--- config.mk ---
export PLATFORM = sky130hd
export DESIGN_NAME = adc_distance_to_servo_duty_unit
export DESIGN_NICKNAME = d
export VERILOG_FILES = /design/src/rtl/core/adsd_pkg.sv /design/src/rtl/core/adsd_interp_front.sv /design/src/rtl/core/adsd_div_pipe.sv /design/src/rtl/core/adsd_pulse_map.sv /design/src/rtl/core/adc_distance_to_servo_duty_unit.sv
export VERILOG_INCLUDE_DIRS = /design/src /design/src/rtl/core
export SDC_FILE = /design/constraint.sdc
export NUM_CORES = 2
export LEC_CHECK = 0
export ABC_AREA = 1
export BUFFER_PORTS_ARGS = -buffer_cell sky130_fd_sc_hd__buf_2
export CORE_UTILIZATION = 30
export CTS_CLUSTER_SIZE = 16
export DETAILED_ROUTE_END_ITERATION = 8
export SKIP_CTS_REPAIR_TIMING = 1
export SLEW_MARGIN = 20
export SYNTH_ARGS = -nofsm -noshare
export SYNTH_HDL_FRONTEND = slang
export SYNTH_HIERARCHICAL = 1
export SYNTH_SLANG_ARGS = --single-unit
export TNS_END_PERCENT = 30
--- constraint.sdc ---
create_clock -name clk_i -period 7.45 [get_ports clk_i]
set_input_delay 0.745 -clock clk_i [delete_from_list [all_inputs] [get_ports clk_i]]
set_output_delay 0.745 -clock clk_i [all_outputs]
set_load 0.02 [all_outputs]
--- src/rtl/core/adc_distance_to_servo_duty_unit_defines.svh ---
// assertion macros for the adc distance to servo duty unit
// used by the top level only; expects clk_i and rst_ni in scope
`ifndef ADC_DISTANCE_TO_SERVO_DUTY_UNIT_DEFINES_SVH
`define ADC_DISTANCE_TO_SERVO_DUTY_UNIT_DEFINES_SVH

// same-cycle implication, checked outside reset
`define ADSD_ASSERT_IMP(lbl, ante, cons, msg) \
  lbl: assert property (@(posedge clk_i) disable iff (!rst_ni) (ante) |-> (cons)) \
    else $error(msg);

// next-cycle implication, checked outside reset
`define ADSD_ASSERT_NXT(lbl, ante, cons, msg) \
  lbl: assert property (@(posedge clk_i) disable iff (!rst_ni) (ante) |=> (cons)) \
    else $error(msg);

`endif

--- src/rtl/core/adsd_pkg.sv ---
// shared widths, breakpoint tables and register codes for the distance to duty unit
// no dependencies
`timescale 1ns / 1ps

package adsd_pkg;

  // field widths
  localparam int ADC_W   = 16;
  localparam int DIST_W  = 13;
  localparam int OFF_W   = 12;
  localparam int PULSE_W = 16;
  localparam int DUTY_W  = 16;
  localparam int CFG_IDX_W = 2;

  // breakpoint table, converter value descending, distance ascending
  localparam int TABLE_POINTS = 6;
  localparam int unsigned ADC_PTS [TABLE_POINTS] = '{2079, 1267, 773, 687, 501, 440};
  localparam int unsigned MM_PTS  [TABLE_POINTS] = '{50, 100, 150, 200, 250, 300};
  // widest segment span and per-segment distance step both fit here
  localparam int SEG_W = 10;

  // interpolation divide by a segment span through its reciprocal
  localparam int SEG_RECIP_SH = 30;
  localparam int SEG_RECIP_W  = 25;
  localparam int SEG_PROD_W   = 2*SEG_W + SEG_RECIP_W;

  // rounded-up reciprocal of a constant span, elaboration only
  function automatic logic [SEG_RECIP_W-1:0] seg_recip(input int unsigned span);
    return SEG_RECIP_W'(((64'd1 << SEG_RECIP_SH) + 64'(span) - 64'd1) / 64'(span));
  endfunction

  localparam logic [SEG_RECIP_W-1:0] SEG_RECIP [TABLE_POINTS-1] = '{
    seg_recip(ADC_PTS[0] - ADC_PTS[1]),
    seg_recip(ADC_PTS[1] - ADC_PTS[2]),
    seg_recip(ADC_PTS[2] - ADC_PTS[3]),
    seg_recip(ADC_PTS[3] - ADC_PTS[4]),
    seg_recip(ADC_PTS[4] - ADC_PTS[5])
  };

  // distance limits in 1/16 mm
  localparam int unsigned DIST_LO_Q4   = 800;
  localparam int unsigned DIST_HI_Q4   = 4800;
  localparam int unsigned DIST_SPAN_Q4 = DIST_HI_Q4 - DIST_LO_Q4;

  // divide by the distance span: shift out the power of two, then reciprocal
  localparam int PROD_W   = OFF_W + PULSE_W;
  localparam int PRE_SH   = 5;
  localparam int N_W      = PROD_W - PRE_SH;
  localparam int unsigned RDIV = DIST_SPAN_Q4 >> PRE_SH;
  localparam int RECIP_SH = 30;
  localparam int RECIP_W  = 24;
  localparam longint unsigned RECIP_M = ((64'd1 << RECIP_SH) + RDIV - 1) / RDIV;
  localparam int RPROD_W  = N_W + RECIP_W;

  // register reset values
  localparam logic [PULSE_W-1:0] MIN_PULSE_RST = 16'd1000;
  localparam logic [PULSE_W-1:0] MAX_PULSE_RST = 16'd2000;
  localparam logic [PULSE_W-1:0] PERIOD_RST    = 16'd20000;

  // configuration register indexes
  typedef enum logic [CFG_IDX_W-1:0] {
    REG_MIN_PULSE = 2'd0,
    REG_MAX_PULSE = 2'd1,
    REG_PERIOD    = 2'd2
  } cfg_reg_e;

endpackage

--- src/rtl/core/adsd_interp_front.sv ---
// segment search, numerator build and reciprocal divide for the distance interpolation
// three stages; depends on adsd_pkg
`timescale 1ns / 1ps

module adsd_interp_front
  import adsd_pkg::*;
(
  input  logic                 clk_i,
  input  logic                 rst_ni,
  input  logic                 valid_i,
  input  logic [ADC_W-1:0]     adc_sample_i,
  output logic                 valid_o,
  output logic [SEG_W-1:0]     quot_o,
  output logic [OFF_W-1:0]     boff_o
);

  logic [SEG_W-1:0]       diff_d, delta_d;
  logic [SEG_RECIP_W-1:0] recip_d;
  logic [OFF_W-1:0]       boff_d;
  logic                   v1_q;
  logic [SEG_W-1:0]       diff_q, delta_q;
  logic [SEG_RECIP_W-1:0] recip1_q, recip2_q;
  logic [OFF_W-1:0]       boff1_q, boff2_q, boff3_q;
  logic [2*SEG_W-1:0]     num_d;
  logic                   v2_q;
  logic [2*SEG_W-1:0]     num_q;
  logic [SEG_PROD_W-1:0]  qprod;
  logic                   v3_q;
  logic [SEG_W-1:0]       quot_q;

  // segment select; clamped samples give a zero numerator
  always_comb begin
    diff_d  = '0;
    recip_d = '0;
    delta_d = '0;
    boff_d  = '0;
    if (32'(adc_sample_i) >= ADC_PTS[0]) begin
      boff_d = '0;
    end else if (32'(adc_sample_i) <= ADC_PTS[TABLE_POINTS-1]) begin
      boff_d = OFF_W'(DIST_SPAN_Q4);
    end else begin
      // walk downwards so the last match, the lowest-index segment, wins
      for (int i = TABLE_POINTS - 2; i >= 0; i--) begin
        if (32'(adc_sample_i) <= ADC_PTS[i] && 32'(adc_sample_i) >= ADC_PTS[i+1]) begin
          diff_d  = SEG_W'(ADC_PTS[i] - 32'(adc_sample_i));
          recip_d = SEG_RECIP[i];
          delta_d = SEG_W'((MM_PTS[i+1] - MM_PTS[i]) * 16);
          boff_d  = OFF_W'(MM_PTS[i] * 16 - DIST_LO_Q4);
        end
      end
    end
  end

  // stage one: segment data
  always_ff @(posedge clk_i or negedge rst_ni) begin
    if (!rst_ni) begin
      v1_q <= 1'b0;
    end else begin
      v1_q <= valid_i;
    end
  end

  always_ff @(posedge clk_i) begin
    diff_q   <= diff_d;
    recip1_q <= recip_d;
    delta_q  <= delta_d;
    boff1_q  <= boff_d;
  end

  // scaled offset into the segment
  assign num_d = (2*SEG_W)'(delta_q) * (2*SEG_W)'(diff_q);

  // stage two: numerator
  always_ff @(posedge clk_i or negedge rst_ni) begin
    if (!rst_ni) begin
      v2_q <= 1'b0;
    end else begin
      v2_q <= v1_q;
    end
  end

  always_ff @(posedge clk_i) begin
    num_q    <= num_d;
    recip2_q <= recip1_q;
    boff2_q  <= boff1_q;
  end

  // numerator times the span reciprocal
  assign qprod = SEG_PROD_W'(num_q) * SEG_PROD_W'(recip2_q);

  // stage three: quotient
  always_ff @(posedge clk_i or negedge rst_ni) begin
    if (!rst_ni) begin
      v3_q <= 1'b0;
    end else begin
      v3_q <= v2_q;
    end
  end

  always_ff @(posedge clk_i) begin
    quot_q  <= qprod[SEG_RECIP_SH+SEG_W-1:SEG_RECIP_SH];
    boff3_q <= boff2_q;
  end

  assign valid_o = v3_q;
  assign quot_o  = quot_q;
  assign boff_o  = boff3_q;

endmodule

--- src/rtl/core/adsd_div_pipe.sv ---
// pipelined restoring divider, one quotient bit per stage, saturating on overflow
// depends on adsd_pkg only for house conventions
`timescale 1ns / 1ps

module adsd_div_pipe
  import adsd_pkg::*;
#(
  parameter int QW = 16,
  parameter int DW = 16,
  parameter int SW = 8
) (
  input  logic          clk_i,
  input  logic          rst_ni,
  input  logic          valid_i,
  input  logic [DW-1:0] num_hi_i,
  input  logic [QW-1:0] num_lo_i,
  input  logic [DW-1:0] den_i,
  input  logic [SW-1:0] side_i,
  output logic          valid_o,
  output logic [QW-1:0] quot_o,
  output logic [SW-1:0] side_o
);

  logic          valid_q [QW+1];
  logic          ovf_q   [QW+1];
  logic [DW-1:0] rem_q   [QW+1];
  logic [QW-1:0] sh_q    [QW+1];
  logic [DW-1:0] den_q   [QW+1];
  logic [SW-1:0] side_q  [QW+1];

  // entry stage: upper half at or above divisor means the quotient overflows
  always_ff @(posedge clk_i or negedge rst_ni) begin
    if (!rst_ni) begin
      valid_q[0] <= 1'b0;
    end else begin
      valid_q[0] <= valid_i;
    end
  end

  always_ff @(posedge clk_i) begin
    ovf_q[0]  <= (num_hi_i >= den_i);
    rem_q[0]  <= num_hi_i;
    sh_q[0]   <= num_lo_i;
    den_q[0]  <= den_i;
    side_q[0] <= side_i;
  end

  // one restoring step per stage; numerator bits shift out, quotient bits in
  for (genvar k = 0; k < QW; k++) begin : g_step
    logic [DW:0]   trial;
    logic          ge;
    logic [DW:0]   diff;

    assign trial = {rem_q[k], sh_q[k][QW-1]};
    assign ge    = (trial >= {1'b0, den_q[k]});
    assign diff  = trial - {1'b0, den_q[k]};

    always_ff @(posedge clk_i or negedge rst_ni) begin
      if (!rst_ni) begin
        valid_q[k+1] <= 1'b0;
      end else begin
        valid_q[k+1] <= valid_q[k];
      end
    end

    always_ff @(posedge clk_i) begin
      ovf_q[k+1]  <= ovf_q[k];
      rem_q[k+1]  <= ge ? diff[DW-1:0] : trial[DW-1:0];
      sh_q[k+1]   <= {sh_q[k][QW-2:0], ge};
      den_q[k+1]  <= den_q[k];
      side_q[k+1] <= side_q[k];
    end
  end

  assign valid_o = valid_q[QW];
  assign quot_o  = ovf_q[QW] ? '1 : sh_q[QW];
  assign side_o  = side_q[QW];

endmodule

--- src/rtl/core/adsd_pulse_map.sv ---
// distance to pulse width mapping, five stages, and duty numerator build
// depends on adsd_pkg
`timescale 1ns / 1ps

module adsd_pulse_map
  import adsd_pkg::*;
(
  input  logic               clk_i,
  input  logic               rst_ni,
  input  logic               valid_i,
  input  logic [SEG_W-1:0]   quot_i,
  input  logic [OFF_W-1:0]   boff_i,
  input  logic [PULSE_W-1:0] min_pulse_i,
  input  logic [PULSE_W-1:0] max_pulse_i,
  output logic               valid_o,
  output logic [DIST_W-1:0]  distance_q4_o,
  output logic [PULSE_W-1:0] pulse_us_o,
  output logic [DUTY_W-1:0]  num_hi_o,
  output logic [DUTY_W-1:0]  num_lo_o
);

  logic               v_q [5];
  logic [OFF_W-1:0]   off1_q, off2_q, off3_q, off4_q;
  logic [PULSE_W-1:0] span;
  logic [PROD_W-1:0]  prod_d, prod_q;
  logic               swap2_q, swap3_q;
  logic [RPROD_W-1:0] rprod;
  logic [PULSE_W-1:0] q3_q;
  logic [PULSE_W:0]   sum;
  logic [PULSE_W-1:0] pulse_d, pulse4_q;
  logic [DIST_W-1:0]  dist5_q;
  logic [PULSE_W-1:0] pulse5_q;
  logic [DUTY_W-1:0]  hi5_q, lo5_q;

  // valid bits travel alongside
  always_ff @(posedge clk_i or negedge rst_ni) begin
    if (!rst_ni) begin
      for (int i = 0; i < 5; i++) v_q[i] <= 1'b0;
    end else begin
      v_q[0] <= valid_i;
      for (int i = 1; i < 5; i++) v_q[i] <= v_q[i-1];
    end
  end

  // stage one: distance offset above the near limit
  always_ff @(posedge clk_i) begin
    off1_q <= boff_i + OFF_W'(quot_i);
  end

  // stage two: offset times pulse span
  assign span   = max_pulse_i - min_pulse_i;
  assign prod_d = PROD_W'(off1_q) * PROD_W'(span);

  always_ff @(posedge clk_i) begin
    prod_q  <= prod_d;
    off2_q  <= off1_q;
    swap2_q <= (max_pulse_i < min_pulse_i);
  end

  // stage three: divide by the distance span through the reciprocal
  assign rprod = RPROD_W'(prod_q[PROD_W-1:PRE_SH]) * RPROD_W'(RECIP_M[RECIP_W-1:0]);

  always_ff @(posedge clk_i) begin
    q3_q    <= rprod[RECIP_SH+PULSE_W-1:RECIP_SH];
    off3_q  <= off2_q;
    swap3_q <= swap2_q;
  end

  // stage four: add minimum, clamp to maximum; maximum also when it lies below minimum
  assign sum = {1'b0, min_pulse_i} + {1'b0, q3_q};

  always_comb begin
    if (swap3_q || sum > {1'b0, max_pulse_i}) begin
      pulse_d = max_pulse_i;
    end else begin
      pulse_d = sum[PULSE_W-1:0];
    end
  end

  always_ff @(posedge clk_i) begin
    pulse4_q <= pulse_d;
    off4_q   <= off3_q;
  end

  // stage five: pulse times full scale split in halves, distance restored
  always_ff @(posedge clk_i) begin
    hi5_q    <= (pulse4_q == '0) ? '0 : DUTY_W'(pulse4_q - PULSE_W'(1));
    lo5_q    <= DUTY_W'(-pulse4_q);
    pulse5_q <= pulse4_q;
    dist5_q  <= DIST_W'(off4_q) + DIST_W'(DIST_LO_Q4);
  end

  assign valid_o       = v_q[4];
  assign distance_q4_o = dist5_q;
  assign pulse_us_o    = pulse5_q;
  assign num_hi_o      = hi5_q;
  assign num_lo_o      = lo5_q;

endmodule

--- src/rtl/core/adc_distance_to_servo_duty_unit.sv ---
// top level: converter sample to distance, servo pulse and pwm duty
// depends on adsd_pkg, adsd_interp_front, adsd_div_pipe, adsd_pulse_map
//
//   port group   direction  handshake                    payload
//   item in      in         start / busy                 adc_sample_i
//   result out   out        done_o strobe, no back-off   distance_q4_o, pulse_us_o, duty_o
//   register     in         cfg_valid_i / cfg_ready_o    cfg_index_i, cfg_data_i
//
// one item enters every cycle while busy is low, through interpolation, mapping,
// duty divider pipeline and result register. reset clears the valid bits and loads
// register reset values; busy and cfg_ready_o change in the cycle after release.
// results cannot be held off, so nothing ever stalls.
`timescale 1ns / 1ps
`include "adc_distance_to_servo_duty_unit_defines.svh"

module adc_distance_to_servo_duty_unit
  import adsd_pkg::*;
(
  input  logic                 clk_i,
  input  logic                 rst_ni,
  input  logic                 start,
  output logic                 busy,
  input  logic [ADC_W-1:0]     adc_sample_i,
  output logic                 done_o,
  output logic [DIST_W-1:0]    distance_q4_o,
  output logic [PULSE_W-1:0]   pulse_us_o,
  output logic [DUTY_W-1:0]    duty_o,
  input  logic                 cfg_valid_i,
  output logic                 cfg_ready_o,
  input  logic [CFG_IDX_W-1:0] cfg_index_i,
  input  logic [PULSE_W-1:0]   cfg_data_i
);

  localparam int LAT = 3 + 5 + (DUTY_W + 1) + 1;
  localparam int SIDE_W = DIST_W + PULSE_W;

  logic               busy_q;
  logic [PULSE_W-1:0] min_q, max_q, period_q;
  logic               accept;

  logic               fe_valid;
  logic [SEG_W-1:0]   fe_quot;
  logic [OFF_W-1:0]   fe_boff;

  logic               pm_valid;
  logic [DIST_W-1:0]  pm_dist;
  logic [PULSE_W-1:0] pm_pulse;
  logic [DUTY_W-1:0]  pm_hi, pm_lo;

  logic               dd_valid;
  logic [DUTY_W-1:0]  dd_quot;
  logic [SIDE_W-1:0]  dd_side;

  logic               done_q;
  logic [DIST_W-1:0]  dist_q;
  logic [PULSE_W-1:0] pulse_q;
  logic [DUTY_W-1:0]  duty_q;

  // ready in the cycle after reset
  always_ff @(posedge clk_i or negedge rst_ni) begin
    if (!rst_ni) begin
      busy_q <= 1'b1;
    end else begin
      busy_q <= 1'b0;
    end
  end

  assign busy        = busy_q;
  assign cfg_ready_o = ~busy_q;
  assign accept      = start & ~busy_q;

  // configuration registers
  always_ff @(posedge clk_i or negedge rst_ni) begin
    if (!rst_ni) begin
      min_q    <= MIN_PULSE_RST;
      max_q    <= MAX_PULSE_RST;
      period_q <= PERIOD_RST;
    end else if (cfg_valid_i && cfg_ready_o) begin
      case (cfg_reg_e'(cfg_index_i))
        REG_MIN_PULSE: min_q    <= cfg_data_i;
        REG_MAX_PULSE: max_q    <= cfg_data_i;
        REG_PERIOD:    period_q <= cfg_data_i;
        default: ;
      endcase
    end
  end

  // segment search and interpolation divide
  adsd_interp_front u_front (
    .clk_i        (clk_i),
    .rst_ni       (rst_ni),
    .valid_i      (accept),
    .adc_sample_i (adc_sample_i),
    .valid_o      (fe_valid),
    .quot_o       (fe_quot),
    .boff_o       (fe_boff)
  );

  // distance to pulse
  adsd_pulse_map u_pulse (
    .clk_i         (clk_i),
    .rst_ni        (rst_ni),
    .valid_i       (fe_valid),
    .quot_i        (fe_quot),
    .boff_i        (fe_boff),
    .min_pulse_i   (min_q),
    .max_pulse_i   (max_q),
    .valid_o       (pm_valid),
    .distance_q4_o (pm_dist),
    .pulse_us_o    (pm_pulse),
    .num_hi_o      (pm_hi),
    .num_lo_o      (pm_lo)
  );

  // duty divide by the period, saturating to full scale
  adsd_div_pipe #(
    .QW (DUTY_W),
    .DW (PULSE_W),
    .SW (SIDE_W)
  ) u_duty_div (
    .clk_i    (clk_i),
    .rst_ni   (rst_ni),
    .valid_i  (pm_valid),
    .num_hi_i (pm_hi),
    .num_lo_i (pm_lo),
    .den_i    (period_q),
    .side_i   ({pm_dist, pm_pulse}),
    .valid_o  (dd_valid),
    .quot_o   (dd_quot),
    .side_o   (dd_side)
  );

  // result register
  always_ff @(posedge clk_i or negedge rst_ni) begin
    if (!rst_ni) begin
      done_q <= 1'b0;
    end else begin
      done_q <= dd_valid;
    end
  end

  always_ff @(posedge clk_i) begin
    dist_q  <= dd_side[SIDE_W-1:PULSE_W];
    pulse_q <= dd_side[PULSE_W-1:0];
    duty_q  <= dd_quot;
  end

  assign done_o        = done_q;
  assign distance_q4_o = dist_q;
  assign pulse_us_o    = pulse_q;
  assign duty_o        = duty_q;

  // checks
  `ADSD_ASSERT_IMP(a_done_latency, done_o, $past(accept, LAT), "result without item")
  `ADSD_ASSERT_IMP(a_pulse_range, done_o && (max_q >= min_q),
    (pulse_us_o >= min_q) && (pulse_us_o <= max_q), "pulse outside configured range")
  `ADSD_ASSERT_IMP(a_zero_period, done_o && (period_q == '0), duty_o == '1,
    "zero period must give full scale")
  `ADSD_ASSERT_NXT(a_cfg_unused,
    cfg_valid_i && cfg_ready_o && (cfg_index_i != REG_MIN_PULSE) &&
    (cfg_index_i != REG_MAX_PULSE) && (cfg_index_i != REG_PERIOD),
    $stable(min_q) && $stable(max_q) && $stable(period_q), "unused index wrote a register")

endmodule
======== Word-level counts from Yosys, hierarchy flattened ========
Memory sizes are Yosys's and may differ from the RTL's. A register that Yosys moved wholly into a read port is not among the register bits.
Cells that the tools add are included.
cells by class
  $add $sub $neg .......................... 27
  $mul .................................... 4
  divide/modulo/power cells ............... 0
  magnitude comparators ................... 31
  eq/ne operators ......................... 2
  shift operators ......................... 0
  mux-type cells .......................... 38
  bitwise operators ....................... 2
  reduce and logical (&&, ||, !) cells .... 17
operators with widths
  kind                      number
  $ge A17 B16 Y1            16
  $mux W16                  17
  $sub A16 B16 Y16          17
  $mux W10                  10
  $mux W12                  6
  $mux W24                  2
  $mul A23 B24 Y46 const B  1
  $mul A20 B25 Y40          1
  $ge A16 B10 Y1 const B    2
  $ge A16 B9 Y1 const B     2
  $le A16 B10 Y1 const B    2
  $le A16 B9 Y1 const B     2
  $mul A12 B16 Y28          1
  $mux W25                  1
  $mux W22                  1
  $mux W21                  1
  $mul A10 B10 Y20          1
  $sub A10 B10 Y10 const A  2
  $add A16 B16 Y17          1
  $gt A17 B16 Y1            1
  $ge A16 B11 Y1 const B    1
  $ge A16 B12 Y1 const B    1
  $ge A16 B16 Y1            1
  $le A16 B11 Y1 const B    1
  other kinds (23)          30
word-level totals
  register bits ........................... 382
  bits in latches ......................... 0
  memory bits (writable) .................. 1326
  ROM bits ................................ 0
  input port bits ......................... 38
  output and inout port bits .............. 48
  memories ................................ 5
memory list
  memory             depth  width  read ports  clocked after memory_dff  write ports  line                 text
  u_duty_div.side_q  17     29     17          1                         17           adsd_div_pipe.sv:29  logic [SW-1:0] side_q [QW+1];
  u_duty_div.den_q   17     16     16          0                         17           adsd_div_pipe.sv:28  logic [DW-1:0] den_q [QW+1];
  u_duty_div.rem_q   17     16     16          0                         17           adsd_div_pipe.sv:26  logic [DW-1:0] rem_q [QW+1];
  u_duty_div.sh_q    17     16     17          1                         17           adsd_div_pipe.sv:27  logic [QW-1:0] sh_q [QW+1];
  u_duty_div.ovf_q   17     1      17          0                         17           adsd_div_pipe.sv:25  logic ovf_q [QW+1];

======== Longest topological paths before layout ========
  depth after elaboration ................. 8
  gate-level depth with buffers ........... 31
  gate-level depth less buffers ........... 31

======== Hierarchy ========
The synthesis kept the hierarchy.
modules (own cells, without submodules)
  module                           instances  cells an instance  area an instance (µm²)  seq. area each (µm²)
  adsd_div_pipe                    1          5627               47800.8                 26330.3
  adsd_pulse_map                   1          2668               22021.1                 3428.3
  adsd_interp_front                1          1969               15864.0                 1916.8
  adc_distance_to_servo_duty_unit  1          264                2970.3                  2174.6

======== Worst setup path after synthesis ========
Ideal clock, no wire load.
  path type ............................... flip-flop to flip-flop
  start ................................... reg min_q[3]
  end ..................................... reg u_pulse.prod_q[20]
  setup time .............................. 0.072 ns
  arrival time ............................ 5.792 ns
  required time ........................... 7.378 ns
  setup slack ............................. 1.586 ns
  stages on the path, launching flop included .. 23
  buffers on the path ..................... 0
  path through ............................ dfstp_2 > inv_1 > ha_1 > a21oi_2 > o21ai_2 > a21oi_2 > o21ai_2 > xor2_1 > inv_2 > nor2_1 > fa_1 > fa_1 > fa_1 > fa_1 > inv_1 > fa_1 > inv_1 > ha_1 > nand2_1 > nor4_1 > a21oi_1 > o21ai_0 > xor2_1
between the ends
  cells in the longest elaborated chain, start to end .. 2
RTL lines
  element                   line                                   text
  start: declaration        adc_distance_to_servo_duty_unit.sv:38  logic [PULSE_W-1:0] min_q, max_q, period_q;
  start signal: assignment  adc_distance_to_servo_duty_unit.sv:80  REG_MIN_PULSE: min_q <= cfg_data_i;
  $sub A16 B16 Y16          adsd_pulse_map.sv:51                   assign span = max_pulse_i - min_pulse_i;
  $mul A12 B16 Y28          adsd_pulse_map.sv:52                   assign prod_d = PROD_W'(off1_q) * PROD_W'(span);
  net u_pulse.prod_d[20]    adsd_pulse_map.sv:25                   logic [PROD_W-1:0] prod_d, prod_q;
  end signal: assignment    adsd_pulse_map.sv:55                   prod_q <= prod_d;
  end: declaration          adsd_pulse_map.sv:25
The timed path passes the listed nets, and every way through them passes these cells.
A chain may end at the register's enable or synchronous reset.

======== Worst setup path after layout ========
  start ................................... reg min_q[3]
  end ..................................... reg u_pulse.prod_q[27]
The elaborated chain is that of the path after synthesis.

==> impl_metrics.xml <==
<?xml version="1.0" encoding="UTF-8"?>
<metrics>
  <group name="status">
    <metric name="status" unit="">finished with violations</metric>
    <metric name="failed_checks" unit="">DRC</metric>
  </group>
  <group name="cts">
    <metric name="cts_tree" unit="">built</metric>
    <metric name="ctsRootBufferMaster" unit="">clkbuf_16</metric>
    <metric name="clk_latency_worst_skew_pair" unit="ns">0.87</metric>
    <metric name="clkTransAtPathRegs" unit="ns">0.06</metric>
    <metric name="h-tree-depth" unit="">4</metric>
    <metric name="cts.sink_count" unit="">1671</metric>
    <metric name="cts_buffers" unit="">185</metric>
    <metric name="cts_buffer_depth" unit="">4</metric>
  </group>
  <group name="sta">
    <metric name="rsz0062_at_grt" unit="">false</metric>
    <metric name="clock_period_minus_worst_slack" unit="ns">6.76</metric>
    <metric name="report.final.slew_viol_count" unit="">0</metric>
    <metric name="slew-limit-headroom" unit="%">37.8</metric>
    <metric name="hold_violations" unit="">0</metric>
    <metric name="fmax" unit="MHz">148</metric>
    <metric name="worstMarginPinSlew" unit="ns">0.933</metric>
    <metric name="setup_viol" unit="">0</metric>
    <metric name="layout_worst_path_cycle_share" unit="%">90.7</metric>
    <metric name="worst_clock_skew" unit="ns">0.0666</metric>
    <metric name="finalSetupTns" unit="ns">0</metric>
  </group>
  <group name="floorplan">
    <metric name="core.rowCount" unit="">199</metric>
    <metric name="die_width" unit="um">546</metric>
    <metric name="ios" unit="">86</metric>
    <metric name="fp.dieH" unit="um">546</metric>
    <metric name="floorplan.initialDensity" unit="%">30.2</metric>
    <metric name="die-area" unit="um2">298000</metric>
    <metric name="fp.coreArea" unit="um2">294000</metric>
  </group>
  <group name="setup_path">
    <metric name="startpoint_type" unit="">flop</metric>
    <metric name="r2r.worst_path.cells" unit="">24</metric>
    <metric name="reg2reg_from" unit="">min_q[3]</metric>
    <metric name="cp_data_required_time" unit="ns">8.16</metric>
    <metric name="critPathArrivalTime" unit="ns">7.47</metric>
    <metric name="critPathCaptureType" unit="">flop</metric>
    <metric name="regToRegSetupSlack" unit="ns">0.69</metric>
    <metric name="regToRegEndpoint" unit="">u_pulse/prod_q[27]</metric>
    <metric name="worst-setup-path-type" unit="">flop to flop</metric>
    <metric name="crit_path_max_fanout" unit="">8</metric>
  </group>
  <group name="route">
    <metric name="routed_wirelength" unit="mm">211</metric>
    <metric name="postRouteAntennaNets" unit="">0</metric>
    <metric name="via_count" unit="">63100</metric>
    <metric name="wl_per_cell" unit="um">14.4</metric>
    <metric name="drt_drc_violations_left" unit="">20</metric>
    <metric name="drt_first_pass_iters" unit="">9</metric>
    <metric name="initialDrtViolationCount" unit="">3395</metric>
    <metric name="viasPerCell" unit="">4.28</metric>
  </group>
  <group name="place">
    <metric name="io_buffers" unit="">85</metric>
    <metric name="finalWeightedCongestion" unit="">0.912</metric>
    <metric name="detailedPlacementHpwl" unit="mm">171</metric>
  </group>
  <group name="synth">
    <metric name="synth_top_cells_by_area" unit="">dfxtp_1 36%, fa_1 13%, nand2_1 12%, ha_1 12%, inv_1 9.0%</metric>
    <metric name="synth-seq-cells" unit="">1671</metric>
    <metric name="synth-simple-area-share" unit="%">21.0</metric>
    <metric name="syn-cell-area" unit="um2">88700</metric>
    <metric name="yosysWarningCount" unit="">6</metric>
    <metric name="ys_seq_area_share" unit="%">38.2</metric>
    <metric name="post_synth_xor_area_fraction" unit="%">1.98</metric>
    <metric name="syn_area_cell" unit="um2">8.42</metric>
    <metric name="synth_area_leader_cell" unit="">dfxtp_1</metric>
    <metric name="yosysUniqueCellTypes" unit="">60</metric>
    <metric name="synth_top_cell_area_share" unit="%">36.0</metric>
    <metric name="synth_adder_area_share" unit="%">25.1</metric>
    <metric name="compound_gate_portion_of_the_synthesized_area" unit="%">3.38</metric>
    <metric name="netlist_instances" unit="">10500</metric>
    <metric name="synth_top_family_by_area" unit="">adder cells</metric>
    <metric name="muxShareOfSynthArea" unit="%">0</metric>
  </group>
  <group name="global_routing">
    <metric name="grt_antenna_before_repair" unit="">6</metric>
    <metric name="grt_start_max_net_pins" unit="">76</metric>
    <metric name="grt_pass1_vias" unit="">64400</metric>
    <metric name="wire_length_of_the_first_global_routing_pass" unit="mm">341</metric>
    <metric name="grt_overflow_total" unit="">0</metric>
    <metric name="grtUsageTotal" unit="%">14.3</metric>
  </group>
  <group name="final_layout">
    <metric name="fill_cells" unit="">30700</metric>
    <metric name="fin_nets" unit="">12100</metric>
    <metric name="drive_above_1_share" unit="%">6.12</metric>
    <metric name="storage_element_area" unit="um2">33900</metric>
    <metric name="multi_input_area" unit="um2">45600</metric>
    <metric name="areaGrowthSynthToFinish" unit="%">12.1</metric>
  </group>
  <group name="job">
    <metric name="cap_viol_max_count" unit="">0</metric>
  </group>
  <group name="min_path">
    <metric name="worstHoldPathType" unit="">input port to async pin</metric>
  </group>
</metrics>
-- layout make-up --
cell class | count | area share (%)
Clock inverter | 83 | 1.10
Clock buffer | 242 | 5.23
Multi-Input combinational cell | 6528 | 45.9
Tap cell | 3919 | 4.93
Timing Repair Buffer | 110 | 0.619
Inverter | 2161 | 8.17
Sequential cell | 1671 | 34.1
Antenna cell | 5 | 0.0126
-- cell usage after synthesis, drive strengths merged --
| library cell | count |
|---|---|
| nand2 | 2897 |
| inv | 2160 |
| dfxtp | 1596 |
| ha | 828 |
| nand3 | 636 |
| fa | 592 |
| nor2 | 504 |
| a21oi | 326 |
| xor2 | 161 |
| o21ai | 123 |
| buf | 116 |
| nor3 | 97 |
| nand4 | 95 |
| dfrtp | 57 |
| clkbuf | 56 |
| nand3b | 55 |
| or2 | 40 |
| xnor2 | 39 |
| o21bai | 31 |
| dfstp | 18 |
| o21a | 17 |
| and2 | 15 |
| a21o | 12 |
| nor4 | 10 |
| a21boi | 9 |
| a31oi | 7 |
| and3 | 7 |
| o31ai | 6 |
| a211oi | 4 |
| o211ai | 4 |
| conb | 2 |
| nand2b | 2 |
| o2111ai | 2 |
| a211o | 1 |
| clkinv | 1 |
| nor3b | 1 |
| o22ai | 1 |
-- critical path, cell delays in order (launching register included) --
cell and delay (ns):
dfstp_2 0.54, inv_1 0.05, ha_1 0.38, a21oi_2 0.21, o21ai_2 0.08, a21oi_2 0.19, o21ai_2 0.07, xor2_1 0.64
inv_2 0.15, nor2_1 0.16, fa_1 0.46, fa_1 0.48, fa_1 0.51, fa_1 0.55, inv_1 0.05, fa_1 0.54
inv_1 0.04, ha_1 0.35, a21oi_1 0.21, a21boi_0 0.45, o21ai_0 0.15, a31oi_1 0.21, nand2_1 0.08, nand2_1 0.06
nand2_1 0.05
-- logic make-up after synthesis --
kind of cell,count (synthesis)
xor+xnor,200
compound gates,543
fa+ha+maj,1420
other cells,2
flops,1671
simple gates,4359
buf+inv,2333
-- sequential cells by signal, indices dropped and copies added, names as in the netlist, 17 cells and up --
signal and cells:
u_duty_div/sh_q 272, u_front/recip2_q 19, u_duty_div/rem_q 256, u_duty_div/den_q 256, u_duty_div/side_q 493, u_duty_div/ovf_q 17, u_front/recip1_q 19, u_pulse/prod_q 23
-- worst max-delay path by stage --
| stage | start | end | slack (ns) | cells past startpoint |
|---|---|---|---|---|
| after floorplan | min_q[3] | u_pulse/prod_q[20] | 1.59 | 22 |
| after global placement | min_q[3] | u_pulse/prod_q[27] | 0.85 | 24 |
| after detailed placement | min_q[3] | u_pulse/prod_q[27] | 0.78 | 24 |
| after CTS | min_q[3] | u_pulse/prod_q[27] | 0.79 | 24 |
| after global routing | min_q[3] | u_pulse/prod_q[20] | 0.29 | 22 |
| final | min_q[3] | u_pulse/prod_q[27] | 0.69 | 24 |
-- routing by layer --
| layer | global-route usage [%] | wire [um] |
|---|---|---|
| met5 | 0 | 0 |
| met4 | 5.18 | 7790 |
| met3 | 2.28 | 10300 |
| met2 | 24.3 | 97600 |
| met1 | 18.2 | 95800 |
-- placed cells by master (no fill, tap or decap), types with 9 or more instances in the layout --
cell type and instances:
o21bai_1 31, inv_1 2130, nor4_1 9, o21ai_0 113
nor2_4 16, nor2_2 20, and2_1 15, nand2_4 18
or2_2 37, xor2_1 161, o21a_1 17, fa_1 592
buf_4 26, nand3_1 606, a21o_1 12, clkbuf_8 29
dfxtp_1 1596, nand2_1 2820, clkinvlp_4 14, bufinv_16 21
nor3_1 90, clkinv_4 9, nand3_2 27, clkbuf_1 25
a21oi_1 321, nand3b_1 55, buf_2 84, nor2_1 467
clkbuf_16 188, dfstp_2 18, nand2_2 59, nand4_1 95
dfrtp_1 57, inv_2 28, xnor2_1 39, clkinv_2 28
ha_1 828
-- through the flow --
step / cell area (um2) / util [%] / hold WS (ns) / std cells / worst slack, ns
floorplan: 88700 / - / 0.310 / 10500 / 1.59
CTS: 99400 / 33.8 / 0.0195 / 14700 / 0.790
detailed placement: 93100 / 31.7 / 0.312 / 14400 / 0.782
global route: 99400 / 33.8 / 0.0828 / 14700 / 0.285
global placement: 93100 / 31.7 / 0.310 / 14400 / 0.846
finish: 99400 / 33.8 / 0.0422 / 14700 / 0.691
Power is not shown: default switching activity piles up to over one toggle a cycle in this logic, so the estimate is an artifact.
